--- src/hw/rtl/i2cms_pkg.sv ---
package i2cms_pkg;

  // request codes carried in s_tuser
  localparam logic [2:0] REQ_START = 3'd0;
  localparam logic [2:0] REQ_STOP  = 3'd1;
  localparam logic [2:0] REQ_WRITE = 3'd2;
  localparam logic [2:0] REQ_READ  = 3'd3;
  localparam logic [2:0] REQ_WAIT  = 3'd4;

  // acknowledge choice after a read
  localparam logic [1:0] ACK_SEND = 2'd1;
  localparam logic [1:0] ACK_NACK = 2'd2;

  // configuration register indexes
  localparam int unsigned CFG_IDX_W = 2;
  localparam logic [CFG_IDX_W-1:0] CFG_PHASE_TICKS = 2'd0;
  localparam logic [CFG_IDX_W-1:0] CFG_ACK_TIMEOUT = 2'd1;

  // configuration reset values
  localparam logic [7:0] PHASE_TICKS_RST = 8'd5;
  localparam logic [7:0] ACK_TIMEOUT_RST = 8'd250;

  // bits per byte on the bus
  localparam logic [3:0] BYTE_BITS = 4'd8;

  // packed stream widths
  localparam int unsigned IN_DATA_W  = 16;
  localparam int unsigned IN_USER_W  = 3;
  localparam int unsigned OUT_DATA_W = 16;

  // active command, one-hot
  typedef enum logic [5:0] {
    CMD_IDLE  = 6'b000001,
    CMD_START = 6'b000010,
    CMD_STOP  = 6'b000100,
    CMD_WRITE = 6'b001000,
    CMD_READ  = 6'b010000,
    CMD_WAIT  = 6'b100000
  } cmd_t;

  // map a request code to its command state
  function automatic cmd_t req_to_cmd(input logic [2:0] req);
    cmd_t c;
    case (req)
      REQ_START: c = CMD_START;
      REQ_STOP:  c = CMD_STOP;
      REQ_WRITE: c = CMD_WRITE;
      REQ_READ:  c = CMD_READ;
      REQ_WAIT:  c = CMD_WAIT;
      default:   c = CMD_IDLE;
    endcase
    return c;
  endfunction

endpackage

--- src/hw/rtl/i2c_master_bit_sequencer_core.sv ---
// I2C master bit sequencer. Each request on the s_ side is one tick of the
// bus sequencer; it may carry a command (start, stop, write byte, read byte
// with optional ACK/NACK, wait for acknowledge) plus the sampled SDA level.
// Commands are taken only while ready_res is high; otherwise the command
// bits are ignored but the tick still advances the sequencer.
// Each request yields exactly one result on the m_ side: SCL level, SDA
// release, ready, done pulse, last read byte and the missing-ack flag, all
// as they stand after that tick.
// The tick logic sits between the input and an output register backed by
// a one-entry skid buffer; one request is taken every cycle while the skid
// buffer is empty.
// When the receiver stalls, one more request is absorbed into the skid
// buffer, then s_tready drops until the output drains.
// The cfg channel writes phase_ticks (index 0) and ack_timeout_ticks
// (index 1); it is always ready. Reset restores 5 and 250, idles the
// sequencer with SCL and SDA released, and empties the output side.
module i2c_master_bit_sequencer_core (
  input  logic                               clk,
  input  logic                               rst,
  // s_tdata: cmd_valid[0], tx_byte[8:1], ack_mode[10:9], sda_in[11], zeros
  input  logic                               s_tvalid,
  output logic                               s_tready,
  input  logic [i2cms_pkg::IN_DATA_W-1:0]    s_tdata,
  // s_tuser: req_type[2:0]
  input  logic [i2cms_pkg::IN_USER_W-1:0]    s_tuser,
  // m_tdata: scl_level[0], sda_release[1], ready_res[2], done_res[3],
  //          rx_byte[11:4], ack_missing[12], zeros
  output logic                               m_tvalid,
  input  logic                               m_tready,
  output logic [i2cms_pkg::OUT_DATA_W-1:0]   m_tdata,
  input  logic                               cfg_valid,
  output logic                               cfg_ready,
  input  logic [i2cms_pkg::CFG_IDX_W-1:0]    cfg_index,
  input  logic [7:0]                         cfg_data
);
  import i2cms_pkg::*;

  // unpacked request fields
  logic       cmd_valid;
  logic [2:0] req_type;
  logic [7:0] tx_byte;
  logic [1:0] ack_mode;
  logic       sda_in;

  assign cmd_valid = s_tdata[0];
  assign tx_byte   = s_tdata[8:1];
  assign ack_mode  = s_tdata[10:9];
  assign sda_in    = s_tdata[11];
  assign req_type  = s_tuser;

  // configuration
  logic [7:0] phase_ticks;
  logic [7:0] ack_timeout_ticks;

  // sequencer state
  cmd_t       cmd, cmd_next;
  logic [2:0] phase_step, phase_step_next;
  logic [3:0] bit_count, bit_count_next;
  logic [7:0] tick_div, tick_div_next;
  logic [7:0] shift_reg, shift_reg_next;
  logic [7:0] timeout_count, timeout_count_next;
  logic       scl_reg, scl_reg_next;
  logic       sda_reg, sda_reg_next;
  logic [1:0] ack_choice, ack_choice_next;
  logic       missing_flag, missing_flag_next;
  logic [7:0] rx_hold, rx_hold_next;

  // tick scratch
  logic       done_now;
  logic       enter;
  logic [2:0] enter_step;
  logic       fin;
  logic       fin_scl_low;
  logic [7:0] pt;
  logic [7:0] lim;
  logic [7:0] tcnt;
  logic [3:0] bitc;

  // output register and skid stage
  logic                  skid_valid;
  logic [OUT_DATA_W-1:0] skid_data;
  logic [OUT_DATA_W-1:0] result;
  logic                  accept;

  assign cfg_ready = 1'b1;
  assign s_tready  = !skid_valid;
  assign accept    = s_tvalid && s_tready;

  assign pt  = (phase_ticks == 8'd0) ? 8'd1 : phase_ticks;
  assign lim = (ack_timeout_ticks == 8'd0) ? 8'd1 : ack_timeout_ticks;

  // one sequencer tick
  always_comb begin
    cmd_next           = cmd;
    phase_step_next    = phase_step;
    bit_count_next     = bit_count;
    tick_div_next      = tick_div;
    shift_reg_next     = shift_reg;
    timeout_count_next = timeout_count;
    scl_reg_next       = scl_reg;
    sda_reg_next       = sda_reg;
    ack_choice_next    = ack_choice;
    missing_flag_next  = missing_flag;
    rx_hold_next       = rx_hold;
    done_now           = 1'b0;
    enter              = 1'b0;
    enter_step         = 3'd0;
    fin                = 1'b0;
    fin_scl_low        = 1'b0;
    tcnt               = timeout_count;
    bitc               = bit_count + 4'd1;

    if (cmd == CMD_IDLE) begin
      // command launch
      if (cmd_valid && req_type <= REQ_WAIT) begin
        cmd_next           = req_to_cmd(req_type);
        bit_count_next     = 4'd0;
        timeout_count_next = 8'd0;
        if (req_type == REQ_WRITE) shift_reg_next = tx_byte;
        if (req_type == REQ_READ) begin
          shift_reg_next  = 8'd0;
          ack_choice_next = ack_mode;
        end
        if (req_type == REQ_WAIT) missing_flag_next = 1'b0;
        enter = 1'b1;
      end
    end else if (cmd == CMD_WAIT && phase_step == 3'd2) begin
      // acknowledge polling
      if (!sda_in) begin
        enter      = 1'b1;
        enter_step = 3'd3;
      end else begin
        if (timeout_count != 8'hFF) tcnt = timeout_count + 8'd1;
        timeout_count_next = tcnt;
        if (tcnt >= lim) begin
          missing_flag_next = 1'b1;
          cmd_next          = CMD_STOP;
          enter             = 1'b1;
        end
      end
    end else begin
      // sample read bit on the first tick with SCL high
      if (cmd == CMD_READ && phase_step == 3'd1 && tick_div == 8'd1)
        shift_reg_next = {shift_reg[6:0], sda_in};
      if (tick_div >= pt) begin
        case (cmd)
          CMD_START: begin
            if (phase_step == 3'd0) begin
              enter      = 1'b1;
              enter_step = 3'd1;
            end else begin
              fin         = 1'b1;
              fin_scl_low = 1'b1;
            end
          end
          CMD_STOP: begin
            if (phase_step < 3'd2) begin
              enter      = 1'b1;
              enter_step = phase_step + 3'd1;
            end else begin
              fin = 1'b1;
            end
          end
          CMD_WRITE: begin
            if (phase_step < 3'd2) begin
              enter      = 1'b1;
              enter_step = phase_step + 3'd1;
            end else begin
              shift_reg_next = {shift_reg[6:0], 1'b0};
              bit_count_next = bitc;
              if (bitc >= BYTE_BITS) fin = 1'b1;
              else enter = 1'b1;
            end
          end
          CMD_READ: begin
            if (phase_step == 3'd0) begin
              enter      = 1'b1;
              enter_step = 3'd1;
            end else if (phase_step == 3'd1) begin
              bit_count_next = bitc;
              if (bitc < BYTE_BITS) begin
                enter = 1'b1;
              end else begin
                rx_hold_next = shift_reg_next;
                if (ack_choice == ACK_SEND || ack_choice == ACK_NACK) begin
                  enter      = 1'b1;
                  enter_step = 3'd3;
                end else begin
                  fin = 1'b1;
                end
              end
            end else if (phase_step == 3'd3) begin
              enter      = 1'b1;
              enter_step = 3'd4;
            end else begin
              fin         = 1'b1;
              fin_scl_low = 1'b1;
            end
          end
          CMD_WAIT: begin
            if (phase_step == 3'd0) begin
              enter      = 1'b1;
              enter_step = 3'd1;
            end else if (phase_step == 3'd1) begin
              phase_step_next = 3'd2;
              tick_div_next   = 8'd0;
            end else begin
              fin         = 1'b1;
              fin_scl_low = 1'b1;
            end
          end
          default: ;
        endcase
      end else begin
        tick_div_next = tick_div + 8'd1;
      end
    end

    // command end
    if (fin) begin
      if (fin_scl_low) scl_reg_next = 1'b0;
      cmd_next        = CMD_IDLE;
      phase_step_next = 3'd0;
      tick_div_next   = 8'd0;
      done_now        = 1'b1;
    end

    // pin levels of the phase just entered
    if (enter) begin
      phase_step_next = enter_step;
      tick_div_next   = 8'd1;
      case (cmd_next)
        CMD_START: begin
          if (enter_step == 3'd0) begin
            scl_reg_next = 1'b1;
            sda_reg_next = 1'b1;
          end else begin
            sda_reg_next = 1'b0;
          end
        end
        CMD_STOP: begin
          if (enter_step == 3'd0) begin
            scl_reg_next = 1'b0;
            sda_reg_next = 1'b0;
          end else if (enter_step == 3'd1) begin
            scl_reg_next = 1'b1;
          end else begin
            sda_reg_next = 1'b1;
          end
        end
        CMD_WRITE: begin
          if (enter_step == 3'd0) begin
            scl_reg_next = 1'b0;
            sda_reg_next = shift_reg_next[7];
          end else if (enter_step == 3'd1) begin
            scl_reg_next = 1'b1;
          end else begin
            scl_reg_next = 1'b0;
          end
        end
        CMD_READ: begin
          if (enter_step == 3'd0) begin
            scl_reg_next = 1'b0;
            sda_reg_next = 1'b1;
          end else if (enter_step == 3'd3) begin
            scl_reg_next = 1'b0;
            sda_reg_next = (ack_choice_next == ACK_SEND) ? 1'b0 : 1'b1;
          end else begin
            scl_reg_next = 1'b1;
          end
        end
        default: begin
          if (enter_step == 3'd0) sda_reg_next = 1'b1;
          else if (enter_step == 3'd1) scl_reg_next = 1'b1;
          else if (enter_step == 3'd3) scl_reg_next = 1'b0;
        end
      endcase
    end

    result = {3'b000, missing_flag_next, rx_hold_next, done_now,
              (cmd_next == CMD_IDLE), sda_reg_next, scl_reg_next};
  end

  // configuration registers
  always_ff @(posedge clk) begin
    if (rst) begin
      phase_ticks       <= PHASE_TICKS_RST;
      ack_timeout_ticks <= ACK_TIMEOUT_RST;
    end else if (cfg_valid && cfg_ready) begin
      if (cfg_index == CFG_PHASE_TICKS) phase_ticks <= cfg_data;
      if (cfg_index == CFG_ACK_TIMEOUT) ack_timeout_ticks <= cfg_data;
    end
  end

  // sequencer state update
  always_ff @(posedge clk) begin
    if (rst) begin
      cmd           <= CMD_IDLE;
      phase_step    <= 3'd0;
      bit_count     <= 4'd0;
      tick_div      <= 8'd0;
      shift_reg     <= 8'd0;
      timeout_count <= 8'd0;
      scl_reg       <= 1'b1;
      sda_reg       <= 1'b1;
      ack_choice    <= 2'd0;
      missing_flag  <= 1'b0;
      rx_hold       <= 8'd0;
    end else if (accept) begin
      cmd           <= cmd_next;
      phase_step    <= phase_step_next;
      bit_count     <= bit_count_next;
      tick_div      <= tick_div_next;
      shift_reg     <= shift_reg_next;
      timeout_count <= timeout_count_next;
      scl_reg       <= scl_reg_next;
      sda_reg       <= sda_reg_next;
      ack_choice    <= ack_choice_next;
      missing_flag  <= missing_flag_next;
      rx_hold       <= rx_hold_next;
    end
  end

  // output register with skid stage
  always_ff @(posedge clk) begin
    if (rst) begin
      m_tvalid   <= 1'b0;
      skid_valid <= 1'b0;
    end else if (skid_valid) begin
      if (m_tready) begin
        m_tdata    <= skid_data;
        skid_valid <= 1'b0;
      end
    end else if (accept) begin
      if (!m_tvalid || m_tready) begin
        m_tdata  <= result;
        m_tvalid <= 1'b1;
      end else begin
        skid_data  <= result;
        skid_valid <= 1'b1;
      end
    end else if (m_tready) begin
      m_tvalid <= 1'b0;
    end
  end

endmodule
--- config.mk ---
export PLATFORM = sky130hd
export DESIGN_NAME = i2c_master_bit_sequencer_core
export DESIGN_NICKNAME = d
export VERILOG_FILES = /design/src/hw/rtl/i2cms_pkg.sv /design/src/hw/rtl/i2c_master_bit_sequencer_core.sv
export SDC_FILE = /design/constraint.sdc
export NUM_CORES = 1
export LEC_CHECK = 0
export ABC_AREA = 1
export BUFFER_PORTS_ARGS = -buffer_cell sky130_fd_sc_hd__buf_2
export CORE_MARGIN = 4
export CORE_UTILIZATION = 36
export CTS_CLUSTER_DIAMETER = 30
export DETAILED_ROUTE_END_ITERATION = 6
export GPL_TIMING_DRIVEN = 0
export HOLD_SLACK_MARGIN = 0.12
export PLACE_DENSITY_LB_ADDON = 0.1
export SYNTH_ARGS = -nofsm -noshare
export SYNTH_HDL_FRONTEND = slang
export SYNTH_SLANG_ARGS = --single-unit
export TNS_END_PERCENT = 5
--- constraint.sdc ---
create_clock -name clk -period 3.5 [get_ports clk]
set_input_delay 0.35 -clock clk [delete_from_list [all_inputs] [get_ports clk]]
set_output_delay 0.35 -clock clk [all_outputs]
set_load 0.01 [all_outputs]
### After elaboration in Yosys (flattened, before gate mapping)

Cells that the tools add are included.

* flip-flop bits (word level): 97
* output and inout bits: 19
* word-level logic and storage cells: 259

* $add $sub $neg: 4
* $lt $le $gt $ge: 6
* equal/unequal tests: 40
* mux-type cells: 151
* bitwise logic cells: 3
* reductions and logical operators: 37

Operators with widths (number)
* two-way mux 8 bit: 34
* two-way mux 1 bit: 71
* two-way mux 16 bit: 4
* two-way mux 3 bit: 15
* two-way mux 6 bit: 6
* case mux 6 bit (5 select lines): 1
* two-way mux 4 bit: 7
* adder 8 x 1 -> 8 bit (second input constant): 2
* greater-or-equal comparator 8 bit: 2
* zero test 8 bit: 2
* AND reduction 4 bit: 4
* == test 3 x 2 -> 1 bit (second input constant): 5
* != test 3 bit (second input constant): 5
* == test 6 x 1 -> 1 bit (second input constant): 2
* == test 6 x 2 -> 1 bit (second input constant): 2
* == test 6 x 3 -> 1 bit (second input constant): 2
* == test 6 x 4 -> 1 bit (second input constant): 2
* == test 6 x 5 -> 1 bit (second input constant): 2
* two-way mux 2 bit: 6
* case mux 1 bit (4 select lines): 3
* nonzero test 2 bit: 6
* nonzero test 3 bit: 4
* == test 3 x 1 -> 1 bit (second input constant): 3
* zero test 3 bit: 3
* other kinds (33): 48

### Longest topological paths before layout

* depth in word-level cells: 19
* mapped depth: 27
* depth with buffers taken out: 27

### Worst setup path after synthesis

No wires, ideal clock.

* path kind: flip-flop to flip-flop
* from: register timeout_count[0]
* to: register m_tdata[1] (netlist name), data pin
* data arrival time: 2.980 ns
* required time: 3.247 ns
* setup slack: 0.266 ns
* cell stages (with the launch flop): 24
* path buffers: 0
* cell sequence: dfxtp_1 ha_1 nand2_1 nor3_1 nand3_1 mux2_2 ha_1 nand2_1 nand2_1 nand2_1 nand2_1 nand2_1 nand3_1 nand2_2 nand3_1 nand3_2 nand2_1 nor2_4 nand2_1 and2_1 nand2_1 nand2_1 nand3_1 nand2_1

* cells in the longest elaborated chain, start to end: 17
* elaborated cells on any way between the ends: 25

RTL lines
* from (decl): line i2c_master_bit_sequencer_core.sv:61 `logic [7:0] timeout_count, timeout_count_next;`
* from (signal assigned): line i2c_master_bit_sequencer_core.sv:315 `timeout_count <= timeout_count_next;`
* adder 8 x 1 -> 8 bit or != test 8 bit (tied branches): line i2c_master_bit_sequencer_core.sv:133 `if (timeout_count != 8'hFF) tcnt = timeout_count + 8'd1;`
* two-way mux 8 bit (*): line i2c_master_bit_sequencer_core.sv:133
* two-way mux 8 bit (*): line i2c_master_bit_sequencer_core.sv:129 `if (!sda_in) begin`
* two-way mux 8 bit (*): line i2c_master_bit_sequencer_core.sv:127 `end else if (cmd == CMD_WAIT && phase_step == 3'd2) begin`
* two-way mux 8 bit (*): line i2c_master_bit_sequencer_core.sv:113 `if (cmd == CMD_IDLE) begin`
* greater-or-equal comparator 8 bit (*): line i2c_master_bit_sequencer_core.sv:135 `if (tcnt >= lim) begin`
* two-way mux 6 bit: line i2c_master_bit_sequencer_core.sv:135
* two-way mux 6 bit: line i2c_master_bit_sequencer_core.sv:129
* two-way mux 6 bit: line i2c_master_bit_sequencer_core.sv:127
* two-way mux 6 bit: line i2c_master_bit_sequencer_core.sv:113
* two-way mux 6 bit: line i2c_master_bit_sequencer_core.sv:220 `if (fin) begin`
* == test 6 x 5 -> 1 bit, or another cell as far along: line i2c_master_bit_sequencer_core.sv:232 `case (cmd_next)`
* case mux 1 bit (4 select lines): line i2c_master_bit_sequencer_core.sv:232
* two-way mux 1 bit (*): line i2c_master_bit_sequencer_core.sv:229 `if (enter) begin`
* two-way mux 16 bit (*): line i2c_master_bit_sequencer_core.sv:335 `if (!m_tvalid || m_tready) begin`
* two-way mux 16 bit (*): line i2c_master_bit_sequencer_core.sv:334 `end else if (accept) begin`
* two-way mux 16 bit (*): line i2c_master_bit_sequencer_core.sv:329 `end else if (skid_valid) begin`
* to (signal assigned): line i2c_master_bit_sequencer_core.sv:331 `m_tdata <= skid_data;`
* to (signal assigned): line i2c_master_bit_sequencer_core.sv:336 `m_tdata <= result;`
* to (decl): line i2c_master_bit_sequencer_core.sv:30 `output logic [i2cms_pkg::OUT_DATA_W-1:0] m_tdata,`

Mark *: on every way between the ends. The rest lies on a longest branch, timed or not. The select of a mux whose other input is x is not followed.
A chain may end at the register's enable or synchronous reset.

### Worst setup path in the final report

Ends and elaborated chain as after synthesis.

==> results.toml <==
[yosys]
synth_seq_cells = 94
ys.warnings.count = 0
yosysTopAreaCellShare = 0.238
synth_area_per_cell_um2 = 7.21
syn_area_mm2 = 0.00572
async_flop_share = 0
synth_edf_count = 26
netlist_top_cells_area = "dfxtp_1 (24%), edfxtp_1 (14%), nand2_1 (13%), inv_1 (6.6%), a21oi_1 (5.9%)"
synth_cell_types = 50
ys_seq_area_frac = 0.374
yosys.area.top_type = "dfxtp_1"
syn_inst = 793
ys.flop_type = "dfxtp_1"

[timing]
hold_violations = 0
timing.fmax_mhz = 305
fin_crit_sh = 0.936
fin_crit_ns = 3.27
fin_skew_ns = 0.0104
worstMarginPinSlew_ns = 1.12
max-slew-margin-rel = 0.253
slew_viol_final = 0
setup_slack_ns = 0.225
setup_tns_ns = 0
setup_viol = 0

[worst_hold_path]
hp-class = "in -> reg"

[setup_path]
critPathRequiredTime_ns = 3.60
critical_path.startpoint_type = "flop"
cpMostUsedCell = "nand2_1"
critPathTopFamily = "simple AND/OR/NAND/NOR gates"
cp_cell_sequence = "ha_4, nand2_2, nor3_4, buf_6, a31oi_2, nand2_1, xnor2_2, ha_1, nand2_1, nor2_2, nand4_1, nand3_4, nand2_4, nand3_1, nand2_2, nand2_2, nand2_4, nor2_4, nand2_2, and2_1, nand2_1, nand2_1, nand3_1, nand2_1"
crit_slowest_cell = "dfxtp_4"
cp_max_fo = 4
path_class = "reg -> reg"
worst_ep_arrival_time_ns = 3.38
crit_buf_inv = 1
crit_path_max_incr_delay_ns = 0.37
end_kind = "flop"

[clock_tree]
root_buffer = "clkbuf_16"
h-tree-depth = 3
cts_sinks = 94
cts_made_buffers = 9
cts_hold_buf = 0
clk_pin_slew_ns = 0.07
clk_path_buf_depth = 2
cts_tree = "yes"
clkLatencyLatePin_ns = 0.35

[routing]
drt_pass1_iterations = 5
finalWirelength_um = 14800
ant_nets = 0
dr.first_iter.drc_count = 340
routedWlPerCell_um = 13.9
vias = 5247
routed_via_density = 4.90
post-route-drc-count = 0

[placement]
portBuffers = 43
place_ws_ns = -0.287
dp.cells = 1049
dp_hpwl_um = 11500
gp_congestion = 0.961

[grt]
met3_usage = 0.0278
grt_use_met2 = 0.282
antenna_found_initial = 0
grt_start_max_net_pins = 18
met1_usage = 0.209
grt_pass1_vias = 4860
busiest_layer = "met2"
overflow = 0
globalRouteTotalUtil = 0.164
grt_first_pass_wirelength_um = 23900

[power_and_ir_drop]
vdd_drop_max_mv = 0.233
power.internal_uw = 1840
p_switching_uw = 832
power_frac_clock = 0.356
combPwrFrac = 0.189
seqPwrFrac = 0.456
p_sw_frac = 0.311
cellPowerDensity_mw_per_mm2 = 402
p_leak_uw = 0.00310

[layout]
stdcell_count = 1070
num_antenna_cells = 0
syn2layout_area_growth_pct = 16.3
drive_above_1_share = 0.166
fillCellCount = 1565
most-common-layout-cells = "nand2_1 (188), inv_1 (101), a21oi_1 (67)"
biggestRegsByFlops = "m_tdata x13, skid_data x13"
layout_commonest_cell = "nand2_1"
layout.nets = 913

[floorplanning]
io_pins = 53
die_w_um = 134
row_count = 45
dieArea_mm2 = 0.0180
start_util = 0.372
die_h_um = 134
fp.coreArea_mm2 = 0.0154

[status]
status = "complete, no violations"

[flow_run]
maxCapViolations = 0
==> cell usage after synthesis (2+ instances only) <==
cell type,count
nand2_1,192
inv_1,101
dfxtp_1,68
a21oi_1,67
nor2_1,61
o21ai_0,55
nand3_1,44
edfxtp_1,26
ha_1,25
o211ai_1,15
clkbuf_1,14
inv_2,10
nand2_2,9
nand4_1,9
nor2_2,9
a221oi_1,7
nor3_1,7
xor2_1,6
buf_4,5
nand3_2,5
nor2_4,5
o21ai_1,5
xnor2_1,5
buf_2,4
a21o_1,3
nand2_4,3
nand3b_1,3
a21oi_2,2
a31oi_1,2
and2_1,2
buf_1,2
conb_1,2
inv_4,2
o41ai_1,2
==> per-stage QoR <==
step           total power, uW  area (um2)  hold WS, ns   util
2_1_floorplan             1600        5730        0.429      -
3_3_place_gp              1730        6210        0.463  0.404
3_5_place_dp              1740        6210        0.466  0.404
4_1_cts                   2700        6530        0.223  0.425
5_1_grt                   2820        6650        0.259  0.433
6_report                  2670        6650        0.235  0.433
==> logic make-up after synthesis <==
logic type	after synthesis	synth area share
AO/OA/AOI/OAI	165	0.166
XOR/XNOR	11	0.0168
adder cells (fa/ha/maj)	25	0.0547
buffers and inverters	138	0.0956
flip-flops	94	0.374
multiplexers	1	0.00197
other	2	0.00131
AND/OR/NAND/NOR	357	0.289
==> worst reg2reg max path: stages (launching register included) <==
cell     delay [ns]
dfxtp_4        0.37
ha_4           0.14
nand2_2        0.08
nor3_4         0.24
buf_6          0.14
a31oi_2        0.09
nand2_1        0.13
xnor2_2        0.08
ha_1           0.29
nand2_1        0.05
nor2_2         0.10
nand4_1        0.16
nand3_4        0.13
nand2_4        0.08
nand3_1        0.09
nand2_2        0.07
nand2_2        0.09
nand2_4        0.08
nor2_4         0.12
nand2_2        0.06
and2_1         0.16
nand2_1        0.08
nand2_1        0.07
nand3_1        0.08
nand2_1        0.05
==> repair_timing <==
item	4_1_cts	5_1_grt
gates resized for setup	4	24
setup endpoints to repair	18	18
pin swaps	2	7
gates cloned	0	0
setup buffers	2	3
==> worst paths after layout <==
kind / end / slack, ns / startpoint / cells past startpoint
worst min register to register: ack_timeout_ticks[0]$_SDFFE_PP0P_ / 0.47 / ack_timeout_ticks[0]$_SDFFE_PP0P_ / 2
worst max-delay path: m_tdata[1]$_DFFE_PP_ / 0.23 / timeout_count[0]$_SDFFE_PP0P_ / 24
worst min-delay path: phase_ticks[0]$_SDFFE_PP1P_ / 0.24 / cfg_data[0] / 3
worst max register to register: m_tdata[1]$_DFFE_PP_ / 0.23 / timeout_count[0]$_SDFFE_PP0P_ / 24
==> metal layers <==
| metal | share of wire | wire [um] | vias up |
|---|---|---|---|
| li1 | - | - | 2725 |
| met1 | 0.45 | 6670 | 2358 |
| met2 | 0.48 | 7190 | 144 |
| met3 | 0.048 | 709 | 20 |
| met4 | 0.018 | 269 | 0 |
| met5 | 0 | 0 | - |
==> final cells by class <==
class | instances | area (um2) | share of cell area
inverter | 113 | 429 | 0.0645
tap | 211 | 264 | 0.0397
clock buffer | 10 | 229 | 0.0344
buffer | 25 | 118 | 0.0177
sequential | 94 | 2150 | 0.323
multi-input combinational | 563 | 3160 | 0.474
clock inverter | 6 | 51.3 | 0.00771
timing repair buffer | 48 | 256 | 0.0385
==> power groups by stage <==
stage / registers, uW / clock network, uW / logic, uW
final: 1220 / 950 / 505
after global routing: 1220 / 1020 / 571
after CTS: 1220 / 980 / 498
after detailed placement: 1240 / 0 / 496
after global placement: 1240 / 0 / 488
after floorplan: 1240 / 0 / 358
(Power assumes the default switching activity.)
